### src/rtl/gprc_pkg.sv
// Shared types, widths and register codes for the green pixel ratio and centroid unit.
// No dependencies; every other file imports this package.
package gprc_pkg;

   // Largest frame the unit is sized for.
   localparam int unsigned MAX_WIDTH  = 1024;
   localparam int unsigned MAX_HEIGHT = 1024;

   // Fixed field widths.
   localparam int unsigned LEVEL_W  = 8;
   localparam int unsigned COLUMN_W = 10;
   localparam int unsigned COUNT_W  = 21;
   localparam int unsigned CSUM_W   = 30;
   localparam int unsigned RATIO_W  = 17;
   localparam int unsigned CENTER_W = 16;
   localparam int unsigned CFG_DIM_W = 11;
   localparam int unsigned FRAC_W   = 16;
   localparam int unsigned STEP_W   = $clog2(FRAC_W);

   // Effective dimension width covers both the clamp limits and the raw register range.
   localparam int unsigned DIM_LIMIT = (MAX_WIDTH > MAX_HEIGHT) ? MAX_WIDTH : MAX_HEIGHT;
   localparam int unsigned DIM_MAX   = (DIM_LIMIT > (2**CFG_DIM_W - 1)) ?
                                       DIM_LIMIT : (2**CFG_DIM_W - 1);
   localparam int unsigned DIM_W     = $clog2(DIM_MAX + 1);
   localparam int unsigned AREA_W    = 2 * DIM_W;
   localparam int unsigned CW_W      = COUNT_W + DIM_W;

   localparam logic [COUNT_W-1:0] COUNT_MAX = {COUNT_W{1'b1}};
   localparam logic [CSUM_W-1:0]  CSUM_MAX  = {CSUM_W{1'b1}};
   localparam logic [RATIO_W-1:0] RATIO_ONE = RATIO_W'(1) << FRAC_W;

   // Frame-end queue.
   localparam int unsigned QUEUE_DEPTH = 2;
   localparam int unsigned QUEUE_AW    = $clog2(QUEUE_DEPTH);

   // Register map.
   localparam int unsigned CSR_INDEX_W = 3;
   localparam int unsigned CSR_DATA_W  = 17;
   localparam logic [CSR_INDEX_W-1:0] CSR_MIN_GREEN    = 3'd0;
   localparam logic [CSR_INDEX_W-1:0] CSR_DOM_MARGIN   = 3'd1;
   localparam logic [CSR_INDEX_W-1:0] CSR_DETECT_RATIO = 3'd2;
   localparam logic [CSR_INDEX_W-1:0] CSR_FRAME_WIDTH  = 3'd3;
   localparam logic [CSR_INDEX_W-1:0] CSR_FRAME_HEIGHT = 3'd4;

   typedef struct packed {
      logic [LEVEL_W-1:0]   red_level;
      logic [LEVEL_W-1:0]   green_level;
      logic [LEVEL_W-1:0]   blue_level;
      logic [COLUMN_W-1:0]  column;
      logic                 frame_end;
   } req_word_type;

   typedef struct packed {
      logic [COUNT_W-1:0]         green_count;
      logic [RATIO_W-1:0]         ratio_q16;
      logic signed [CENTER_W-1:0] center_q15;
      logic                       detected;
   } rsp_word_type;

   typedef struct packed {
      logic [LEVEL_W-1:0]   min_green;
      logic [LEVEL_W-1:0]   dominance_margin;
      logic [RATIO_W-1:0]   detect_ratio_q16;
      logic [CFG_DIM_W-1:0] frame_width;
      logic [CFG_DIM_W-1:0] frame_height;
   } csr_regs_type;

   typedef struct packed {
      logic [COUNT_W-1:0] green_total;
      logic [CSUM_W-1:0]  column_sum;
   } frame_sums_type;

   // Queue handshake between the front and back parts.
   typedef struct packed {
      logic full;
      logic empty;
   } queue_status_type;

endpackage

### src/rtl/gprc_front.sv
// Front part: classifies pixels and accumulates green count and column sum per frame.
// Depends on gprc_pkg.
module gprc_front (
   input  logic                  clock,
   input  logic                  reset,
   input  gprc_pkg::csr_regs_type csr_regs,
   input  logic                  req_valid,
   output logic                  req_ready,
   input  gprc_pkg::req_word_type req_word,
   input  gprc_pkg::queue_status_type q_status,
   output logic                  q_push,
   output gprc_pkg::frame_sums_type q_push_data
);
   import gprc_pkg::*;

   logic [COUNT_W-1:0] total_ff, total_in, total_acc;
   logic [CSUM_W-1:0]  csum_ff, csum_in, csum_acc;
   logic [CSUM_W:0]    csum_wide;
   logic [LEVEL_W:0]   red_bound, blue_bound, green_ext;
   logic               is_green, accept;

   assign accept    = req_valid && req_ready;
   assign req_ready = !q_status.full;

   // Nine-bit compares, no wrap.
   assign green_ext  = {1'b0, req_word.green_level};
   assign red_bound  = {1'b0, req_word.red_level} + {1'b0, csr_regs.dominance_margin};
   assign blue_bound = {1'b0, req_word.blue_level} + {1'b0, csr_regs.dominance_margin};
   assign is_green   = (req_word.green_level > csr_regs.min_green) &&
                       (green_ext > red_bound) && (green_ext > blue_bound);

   assign csum_wide = {1'b0, csum_ff} + (CSUM_W+1)'(req_word.column);

   always_comb begin
      total_acc = total_ff;
      csum_acc  = csum_ff;
      if (is_green) begin
         if (total_ff != COUNT_MAX) total_acc = total_ff + COUNT_W'(1);
         csum_acc = csum_wide[CSUM_W] ? CSUM_MAX : csum_wide[CSUM_W-1:0];
      end
   end

   assign q_push                  = accept && req_word.frame_end;
   assign q_push_data.green_total = total_acc;
   assign q_push_data.column_sum  = csum_acc;

   always_comb begin
      total_in = total_ff;
      csum_in  = csum_ff;
      if (accept) begin
         // Clear on frame end; the finished sums go to the queue.
         total_in = req_word.frame_end ? '0 : total_acc;
         csum_in  = req_word.frame_end ? '0 : csum_acc;
      end
   end

   always_ff @(posedge clock) begin
      if (reset) begin
         total_ff <= '0;
         csum_ff  <= '0;
      end else begin
         total_ff <= total_in;
         csum_ff  <= csum_in;
      end
   end

endmodule

### src/rtl/gprc_queue.sv
// Short queue of finished frame sums between the front and back parts.
// Depends on gprc_pkg.
module gprc_queue (
   input  logic                       clock,
   input  logic                       reset,
   input  logic                       push,
   input  gprc_pkg::frame_sums_type   push_data,
   input  logic                       pop,
   output gprc_pkg::frame_sums_type   pop_data,
   output gprc_pkg::queue_status_type status
);
   import gprc_pkg::*;

   frame_sums_type        slot_ff [QUEUE_DEPTH];
   logic [QUEUE_AW-1:0]   wr_ptr_ff, wr_ptr_in, rd_ptr_ff, rd_ptr_in;
   logic [QUEUE_AW:0]     count_ff, count_in;
   logic                  do_push, do_pop;

   assign status.full  = (count_ff == (QUEUE_AW+1)'(QUEUE_DEPTH));
   assign status.empty = (count_ff == '0);
   assign do_push      = push && !status.full;
   assign do_pop       = pop && !status.empty;
   assign pop_data     = slot_ff[rd_ptr_ff];

   always_comb begin
      wr_ptr_in = wr_ptr_ff;
      rd_ptr_in = rd_ptr_ff;
      count_in  = count_ff;
      if (do_push) wr_ptr_in = (wr_ptr_ff == QUEUE_AW'(QUEUE_DEPTH-1)) ? '0 :
                               wr_ptr_ff + QUEUE_AW'(1);
      if (do_pop)  rd_ptr_in = (rd_ptr_ff == QUEUE_AW'(QUEUE_DEPTH-1)) ? '0 :
                               rd_ptr_ff + QUEUE_AW'(1);
      if (do_push && !do_pop) count_in = count_ff + (QUEUE_AW+1)'(1);
      if (do_pop && !do_push) count_in = count_ff - (QUEUE_AW+1)'(1);
   end

   always_ff @(posedge clock) begin
      if (reset) begin
         wr_ptr_ff <= '0;
         rd_ptr_ff <= '0;
         count_ff  <= '0;
      end else begin
         wr_ptr_ff <= wr_ptr_in;
         rd_ptr_ff <= rd_ptr_in;
         count_ff  <= count_in;
      end
   end

   always_ff @(posedge clock) begin
      if (do_push) slot_ff[wr_ptr_ff] <= push_data;
   end

endmodule

### src/rtl/gprc_back.sv
// Back part: turns frame sums into ratio, centroid and detect flag with two bit-serial
// dividers, and holds the result word. Depends on gprc_pkg.
module gprc_back (
   input  logic                       clock,
   input  logic                       reset,
   input  gprc_pkg::csr_regs_type     csr_regs,
   input  gprc_pkg::queue_status_type q_status,
   input  gprc_pkg::frame_sums_type   q_pop_data,
   output logic                       q_pop,
   output logic                       rsp_valid,
   input  logic                       rsp_ready,
   output gprc_pkg::rsp_word_type     rsp_word
);
   import gprc_pkg::*;

   typedef enum logic [4:0] {
      ST_IDLE   = 5'b00001,
      ST_MULT   = 5'b00010,
      ST_PREP   = 5'b00100,
      ST_DIVIDE = 5'b01000,
      ST_FINISH = 5'b10000
   } back_state_type;

   back_state_type      state_ff, state_in;
   logic [COUNT_W-1:0]  cnt_ff, cnt_in;
   logic [CSUM_W-1:0]   csum_ff, csum_in;
   logic [AREA_W-1:0]   area_ff, area_in;
   logic [CW_W-1:0]     cw_ff, cw_in;
   logic [AREA_W:0]     rrem_ff, rrem_in, rrem_shift;
   logic [CW_W:0]       crem_ff, crem_in, crem_shift;
   logic [FRAC_W-1:0]   rquo_ff, rquo_in, cquo_ff, cquo_in;
   logic                rsat_ff, rsat_in, csat_ff, csat_in;
   logic [STEP_W-1:0]   step_ff, step_in;
   logic                out_valid_ff, out_valid_in;
   rsp_word_type        out_word_ff, out_word_in;
   logic [DIM_W-1:0]    eff_w, eff_h, raw_w, raw_h;
   logic [RATIO_W-1:0]  ratio_val;
   logic [CENTER_W-1:0] center_val;
   logic                slot_free;

   // Clamp dimensions to 1..MAX.
   assign raw_w = DIM_W'(csr_regs.frame_width);
   assign raw_h = DIM_W'(csr_regs.frame_height);
   assign eff_w = (raw_w == '0) ? DIM_W'(1) :
                  (raw_w > DIM_W'(MAX_WIDTH)) ? DIM_W'(MAX_WIDTH) : raw_w;
   assign eff_h = (raw_h == '0) ? DIM_W'(1) :
                  (raw_h > DIM_W'(MAX_HEIGHT)) ? DIM_W'(MAX_HEIGHT) : raw_h;

   assign rrem_shift = {rrem_ff[AREA_W-1:0], 1'b0};
   assign crem_shift = {crem_ff[CW_W-1:0], 1'b0};

   assign ratio_val  = rsat_ff ? RATIO_ONE : RATIO_W'(rquo_ff);
   // Offset by half scale: flip the top bit.
   assign center_val = (cnt_ff == '0) ? '0 :
                       csat_ff ? {1'b0, {(CENTER_W-1){1'b1}}} :
                       {~cquo_ff[FRAC_W-1], cquo_ff[FRAC_W-2:0]};

   assign slot_free = !out_valid_ff || rsp_ready;
   assign q_pop     = (state_ff == ST_IDLE) && !q_status.empty;

   always_comb begin
      state_in     = state_ff;
      cnt_in       = cnt_ff;
      csum_in      = csum_ff;
      area_in      = area_ff;
      cw_in        = cw_ff;
      rrem_in      = rrem_ff;
      crem_in      = crem_ff;
      rquo_in      = rquo_ff;
      cquo_in      = cquo_ff;
      rsat_in      = rsat_ff;
      csat_in      = csat_ff;
      step_in      = step_ff;
      out_valid_in = out_valid_ff && !rsp_ready;
      out_word_in  = out_word_ff;
      unique case (state_ff)
         ST_IDLE: begin
            if (!q_status.empty) begin
               cnt_in   = q_pop_data.green_total;
               csum_in  = q_pop_data.column_sum;
               state_in = ST_MULT;
            end
         end
         ST_MULT: begin
            area_in  = AREA_W'(eff_w) * AREA_W'(eff_h);
            cw_in    = CW_W'(cnt_ff) * CW_W'(eff_w);
            state_in = ST_PREP;
         end
         ST_PREP: begin
            // Quotient of at least one full scale saturates; else remainder starts below divisor.
            rsat_in  = (AREA_W'(cnt_ff) >= area_ff);
            csat_in  = (CW_W'(csum_ff) >= cw_ff);
            rrem_in  = (AREA_W+1)'(cnt_ff);
            crem_in  = (CW_W+1)'(csum_ff);
            rquo_in  = '0;
            cquo_in  = '0;
            step_in  = '0;
            state_in = ST_DIVIDE;
         end
         ST_DIVIDE: begin
            if (rrem_shift >= {1'b0, area_ff}) begin
               rrem_in = rrem_shift - {1'b0, area_ff};
               rquo_in = {rquo_ff[FRAC_W-2:0], 1'b1};
            end else begin
               rrem_in = rrem_shift;
               rquo_in = {rquo_ff[FRAC_W-2:0], 1'b0};
            end
            if (crem_shift >= {1'b0, cw_ff}) begin
               crem_in = crem_shift - {1'b0, cw_ff};
               cquo_in = {cquo_ff[FRAC_W-2:0], 1'b1};
            end else begin
               crem_in = crem_shift;
               cquo_in = {cquo_ff[FRAC_W-2:0], 1'b0};
            end
            step_in = step_ff + STEP_W'(1);
            if (step_ff == STEP_W'(FRAC_W-1)) state_in = ST_FINISH;
         end
         ST_FINISH: begin
            if (slot_free) begin
               out_valid_in            = 1'b1;
               out_word_in.green_count = cnt_ff;
               out_word_in.ratio_q16   = ratio_val;
               out_word_in.center_q15  = center_val;
               out_word_in.detected    = (ratio_val > csr_regs.detect_ratio_q16);
               state_in                = ST_IDLE;
            end
         end
         default: state_in = ST_IDLE;
      endcase
   end

   always_ff @(posedge clock) begin
      if (reset) begin
         state_ff     <= ST_IDLE;
         out_valid_ff <= 1'b0;
         step_ff      <= '0;
      end else begin
         state_ff     <= state_in;
         out_valid_ff <= out_valid_in;
         step_ff      <= step_in;
      end
   end

   always_ff @(posedge clock) begin
      cnt_ff      <= cnt_in;
      csum_ff     <= csum_in;
      area_ff     <= area_in;
      cw_ff       <= cw_in;
      rrem_ff     <= rrem_in;
      crem_ff     <= crem_in;
      rquo_ff     <= rquo_in;
      cquo_ff     <= cquo_in;
      rsat_ff     <= rsat_in;
      csat_ff     <= csat_in;
      out_word_ff <= out_word_in;
   end

   assign rsp_valid = out_valid_ff;
   assign rsp_word  = out_word_ff;

endmodule

### src/rtl/green_pixel_ratio_centroid_unit.sv
// Top level of the green pixel ratio and centroid unit: register file, front, queue, back.
// Depends on gprc_pkg, gprc_front, gprc_queue and gprc_back.
//
//   channel | direction | word            | handshake
//   --------+-----------+-----------------+----------------------
//   req     | in        | req_word_type   | req_valid / req_ready
//   rsp     | out       | rsp_word_type   | rsp_valid / rsp_ready
//   csr     | in        | index + data    | csr_valid / csr_ready
//
// Pixels are taken one per clock while the frame-end queue has room; a pixel
// without the frame-end mark gives no word.
// Each frame end passes through the back part in order (fetch, multiply, setup,
// 16 one-bit steps of the two dividers, load) before the next one is fetched.
// The queue holds two finished frames, so the pixel side stalls only when short
// frames arrive back to back faster than the back part finishes them or rsp stalls long.
// Reset (synchronous, active high) restores the register defaults and clears
// the accumulators, the queue and the output valid flag.
module green_pixel_ratio_centroid_unit (
   input  logic                            clock,
   input  logic                            reset,
   input  logic                            req_valid,
   output logic                            req_ready,
   input  gprc_pkg::req_word_type          req_word,
   output logic                            rsp_valid,
   input  logic                            rsp_ready,
   output gprc_pkg::rsp_word_type          rsp_word,
   input  logic                            csr_valid,
   output logic                            csr_ready,
   input  logic [gprc_pkg::CSR_INDEX_W-1:0] csr_index,
   input  logic [gprc_pkg::CSR_DATA_W-1:0]  csr_data
);
   import gprc_pkg::*;

   csr_regs_type     regs_ff, regs_in;
   queue_status_type q_status;
   frame_sums_type   q_push_data, q_pop_data;
   logic             q_push, q_pop;

   // Registers accept a write every cycle.
   assign csr_ready = 1'b1;

   // Decode the write; drop indexes beyond the map.
   always_comb begin
      regs_in = regs_ff;
      if (csr_valid) begin
         unique case (csr_index)
            CSR_MIN_GREEN:    regs_in.min_green        = csr_data[LEVEL_W-1:0];
            CSR_DOM_MARGIN:   regs_in.dominance_margin = csr_data[LEVEL_W-1:0];
            CSR_DETECT_RATIO: regs_in.detect_ratio_q16 = csr_data[RATIO_W-1:0];
            CSR_FRAME_WIDTH:  regs_in.frame_width      = csr_data[CFG_DIM_W-1:0];
            CSR_FRAME_HEIGHT: regs_in.frame_height     = csr_data[CFG_DIM_W-1:0];
            default:          regs_in = regs_ff;
         endcase
      end
   end

   always_ff @(posedge clock) begin
      if (reset) begin
         regs_ff.min_green        <= LEVEL_W'(100);
         regs_ff.dominance_margin <= LEVEL_W'(40);
         regs_ff.detect_ratio_q16 <= RATIO_W'(655);
         regs_ff.frame_width      <= CFG_DIM_W'(64);
         regs_ff.frame_height     <= CFG_DIM_W'(64);
      end else begin
         regs_ff <= regs_in;
      end
   end

   // Front: classify and accumulate, push sums on frame end.
   gprc_front u_front (
      .clock       (clock),
      .reset       (reset),
      .csr_regs    (regs_ff),
      .req_valid   (req_valid),
      .req_ready   (req_ready),
      .req_word    (req_word),
      .q_status    (q_status),
      .q_push      (q_push),
      .q_push_data (q_push_data)
   );

   // Hold finished frames so the pixel side keeps moving during the divisions.
   gprc_queue u_queue (
      .clock     (clock),
      .reset     (reset),
      .push      (q_push),
      .push_data (q_push_data),
      .pop       (q_pop),
      .pop_data  (q_pop_data),
      .status    (q_status)
   );

   // Back: divide, saturate, compare, drive the result word.
   gprc_back u_back (
      .clock      (clock),
      .reset      (reset),
      .csr_regs   (regs_ff),
      .q_status   (q_status),
      .q_pop_data (q_pop_data),
      .q_pop      (q_pop),
      .rsp_valid  (rsp_valid),
      .rsp_ready  (rsp_ready),
      .rsp_word   (rsp_word)
   );

endmodule

### config.mk
export PLATFORM = sky130hd
export DESIGN_NAME = green_pixel_ratio_centroid_unit
export DESIGN_NICKNAME = d
export VERILOG_FILES = /design/src/rtl/gprc_pkg.sv /design/src/rtl/gprc_front.sv /design/src/rtl/gprc_queue.sv /design/src/rtl/gprc_back.sv /design/src/rtl/green_pixel_ratio_centroid_unit.sv
export SDC_FILE = /design/constraint.sdc
export NUM_CORES = 2
export LEC_CHECK = 0
export BUFFER_PORTS_ARGS = -buffer_cell sky130_fd_sc_hd__buf_2
export CAP_MARGIN = 20
export CORE_UTILIZATION = 60
export DETAILED_ROUTE_END_ITERATION = 10
export PLACE_DENSITY = 0.86
export SYNTH_ARGS = -nofsm -noshare
export SYNTH_HDL_FRONTEND = slang
export SYNTH_SLANG_ARGS = --single-unit
### constraint.sdc
create_clock -name clock -period 10 [get_ports clock]
set_clock_uncertainty 0.15 [all_clocks]
set_input_delay 2 -clock clock [delete_from_list [all_inputs] [get_ports clock]]
set_output_delay 2 -clock clock [all_outputs]
set_load 0.02 [all_outputs]
==> run summary <==
asr flop ratio synth: 0
commonest non-fill, non-tap cells in the layout: 417 x nand2_1, 412 x inv_1, 350 x edfxtp_1, 305 x ha_1, 255 x fa_1
VDD IR max: 146 µV
CP most frequent cell: fa_1
final hold viol count: 0
R2R setup slack: 2.99 ns
CP Class: flip-flop to flip-flop
flops & latches, synth: 470
largest net degree at the start of global routing: 58
endpoints failing setup: 0
status: completed
commonest non-fill, non-tap cell in the layout: nand2_1
Final GP Congestion: 0.915
CP endpoint kind: flip-flop
peak per-stage delay on the critical path: 0.86 ns
clock root buffer master: clkbuf_16
Warnings, synthesis: 0
total wire length: 84700 µm
die area: 60300 µm²
# fillers: 4259
initial antenna violation count: 2
Mapped Area: 35600 µm²
hpwl dp: 60800 µm
Final Cell Area: 38700 µm²
post-CTS setup buffer count: 0
post-layout minimum cycle time: 7.01 ns
Syn Area/Cell: 10.0 µm²
CP max stage cell: dfxtp_1
Via density: 5.99
fin. max-slew vios: 0
Final Net Count: 4232
type of origin of the critical path: flip-flop
initial DRC count: 2274
Pleak: 16.9 nW
Reg-to-Reg Start: regs_ff[10]
Die H: 246 µm
Post-Place Cells: 4325
ANT nets after route: 0
gr usage total: 0.288
post-CTS sizing: 0
total grt overflow: 0
R2R Path End: u_back.area_ff[21]
clk buf depth: 3
Rel. slew slack: 0.0737
share of cells above drive strength 1: 0.0911
Cell Pwr Density: 170 nW/µm²
Cells after Synth: 3558
Seq/Total Area, Yosys: 0.363
Area after DPL: 36900 µm²
Initial Util: 0.613
CTS sink cnt: 470
Avg WL per Cell: 19.2 µm
setup TNS: 0 ns
router iterations before antenna repair: 6
Post-synth EDFFs: 350
final std cells w/o fill: 4422
Ports: 118
Tcrit/Tclk final: 0.701
Die Width: 246 µm
drc violations: 0
row cnt: 88
Reg2Reg Depth: 21
Vias: 26500
hold buffer count at cts: 0
Arr. time, crit path: 7.22 ns
Max Cap Violations: 0
crit-path max FO: 28
Worst-path clk slew: 0.06 ns
RSZ-0062 raised after global routing: false
fmax: 143 MHz
core region area: 58100 µm²
H-tree depth: 2
worst hold path class: flip-flop to flip-flop
vias in the first global route: 26900
ys flop type: edfxtp_1
CTS buffer count: 50
latest clock arrival within the worst-skew pair: 0.62 ns
P&R area growth vs syn: 8.64%
syn_nets: 4178
CP Cell Sequence: nor2b_1 > and2_1 > fa_1 > inv_1 > fa_1 > inv_1 > fa_1 > fa_1 > inv_1 > fa_1 > inv_1 > ha_1 > a21o_1 > a21o_1 > a21oi_1 > o21ai_0 > a21oi_1 > a21oi_1 > and4_1 > a2111oi_0 > xnor2_1
worst slew pin tran: 1.39 ns
Worst Setup EP: u_back.area_ff[21]
global-route wire length before repair: 139000 µm
CTS tree: built
Yosys cell types: 94
CP Launch Point: regs_ff[10]
I/O Buffers: 116
worst endpoint required time: 10.20 ns
==> how the worst min path moves through the flow <==
| stage | from | to | slack, ns | cells after the start |
|---|---|---|---|---|
| 3_3_place_gp | regs_ff[30] | regs_ff[30] | 0.29 | 2 |
| 5_1_grt | regs_ff[32] | regs_ff[32] | 0.33 | 2 |
| 2_1_floorplan | regs_ff[26] | regs_ff[26] | 0.29 | 2 |
| 3_5_place_dp | regs_ff[32] | regs_ff[32] | 0.30 | 2 |
| 4_1_cts | regs_ff[32] | regs_ff[32] | 0.31 | 2 |
| 6_report | regs_ff[32] | regs_ff[32] | 0.31 | 2 |
==> sequential cells by signal (all words and copies together), names as in the netlist, 22 cells and up <==
signal,flops
u_back.rsp_word,55
u_queue.slot_ff,102
u_back.rrem_ff,22
u_back.area_ff,22
u_back.csum_ff,30
u_back.cw_ff,32
u_front.csum_ff,30
regs_ff,55
u_back.crem_ff,32
==> per-stage QoR <==
stage,setup slack (ns),utilization,hold WS (ns),power (mW)
after floorplan,3.61,-,0.286,3.97
after global placement,3.14,0.634,0.293,4.48
after detailed placement,3.04,0.634,0.299,4.54
after CTS,3.05,0.665,0.307,6.60
after global routing,2.58,0.665,0.332,6.94
final,2.99,0.666,0.307,6.60
==> worst max-delay path: cells and delay by family, from the launching register on <==
kind,cells,cell delay (ns)
and+or+nand+nor,3,0.82
xor gates and xnor gates,1,0.14
buffers and inverters,4,0.21
AOI/OAI and AO/OA,7,1.56
DFF,1,0.86
adders and majority gates,6,2.99
==> area by class of cell <==
type                    instances  area [µm²]  area share
diodes                          3        7.51    0.000194
clock buffers                  67        1400      0.0361
clock inverters                27         407      0.0105
inverters                     415        1560      0.0403
multi-input cells            2528       20600       0.533
flip-flops and latches        470       12900       0.334
well taps                     765         957      0.0247
repair buffers                147         813      0.0210
==> power by group <==
group | total [mW] | switching [mW] | internal, mW | leakage (nW)
Combinational | 1.89 | 1.14 | 0.748 | 11.9
Sequential | 2.68 | 0.293 | 2.39 | 4.20
Clock | 2.02 | 0.820 | 1.20 | 0.868
==> synth_stat cells (all sizes together) (99+ instances only) <==
library cell | count | area, µm²
ha | 305 | 3820
dfxtp | 120 | 2400
fa | 255 | 5100
xnor2 | 99 | 867
and2 | 160 | 1000
a21oi | 183 | 938
inv | 413 | 1550
nor2 | 217 | 822
edfxtp | 350 | 10500
nand2 | 419 | 1580
o21ai | 141 | 706
clkbuf | 124 | 465
==> routing by layer <==
layer | wire length (µm) | GRT usage | vias up
li1 | - | - | 12300
met1 | 34300 | 0.371 | 12900
met2 | 40800 | 0.484 | 1105
met3 | 6270 | 0.0449 | 207
met4 | 3280 | 0.118 | 0
met5 | 0 | 0 | -
==> cells by family (layout without fill, tap and decap cells) <==
| logic type | Yosys count | count (layout) | share of synthesized area |
|---|---|---|---|
| and+or+nand+nor | 1113 | 1113 | 0.151 |
| AOI/OAI and AO/OA | 622 | 622 | 0.113 |
| adders and majority gates | 560 | 560 | 0.250 |
| buffers and inverters | 560 | 656 | 0.0604 |
| DFF | 470 | 470 | 0.363 |
| xor gates and xnor gates | 143 | 143 | 0.0352 |
| muxes | 89 | 89 | 0.0269 |
| other | 1 | 4 | 0.000105 |
No activity file was read; power rests on OpenSTA's default activity.
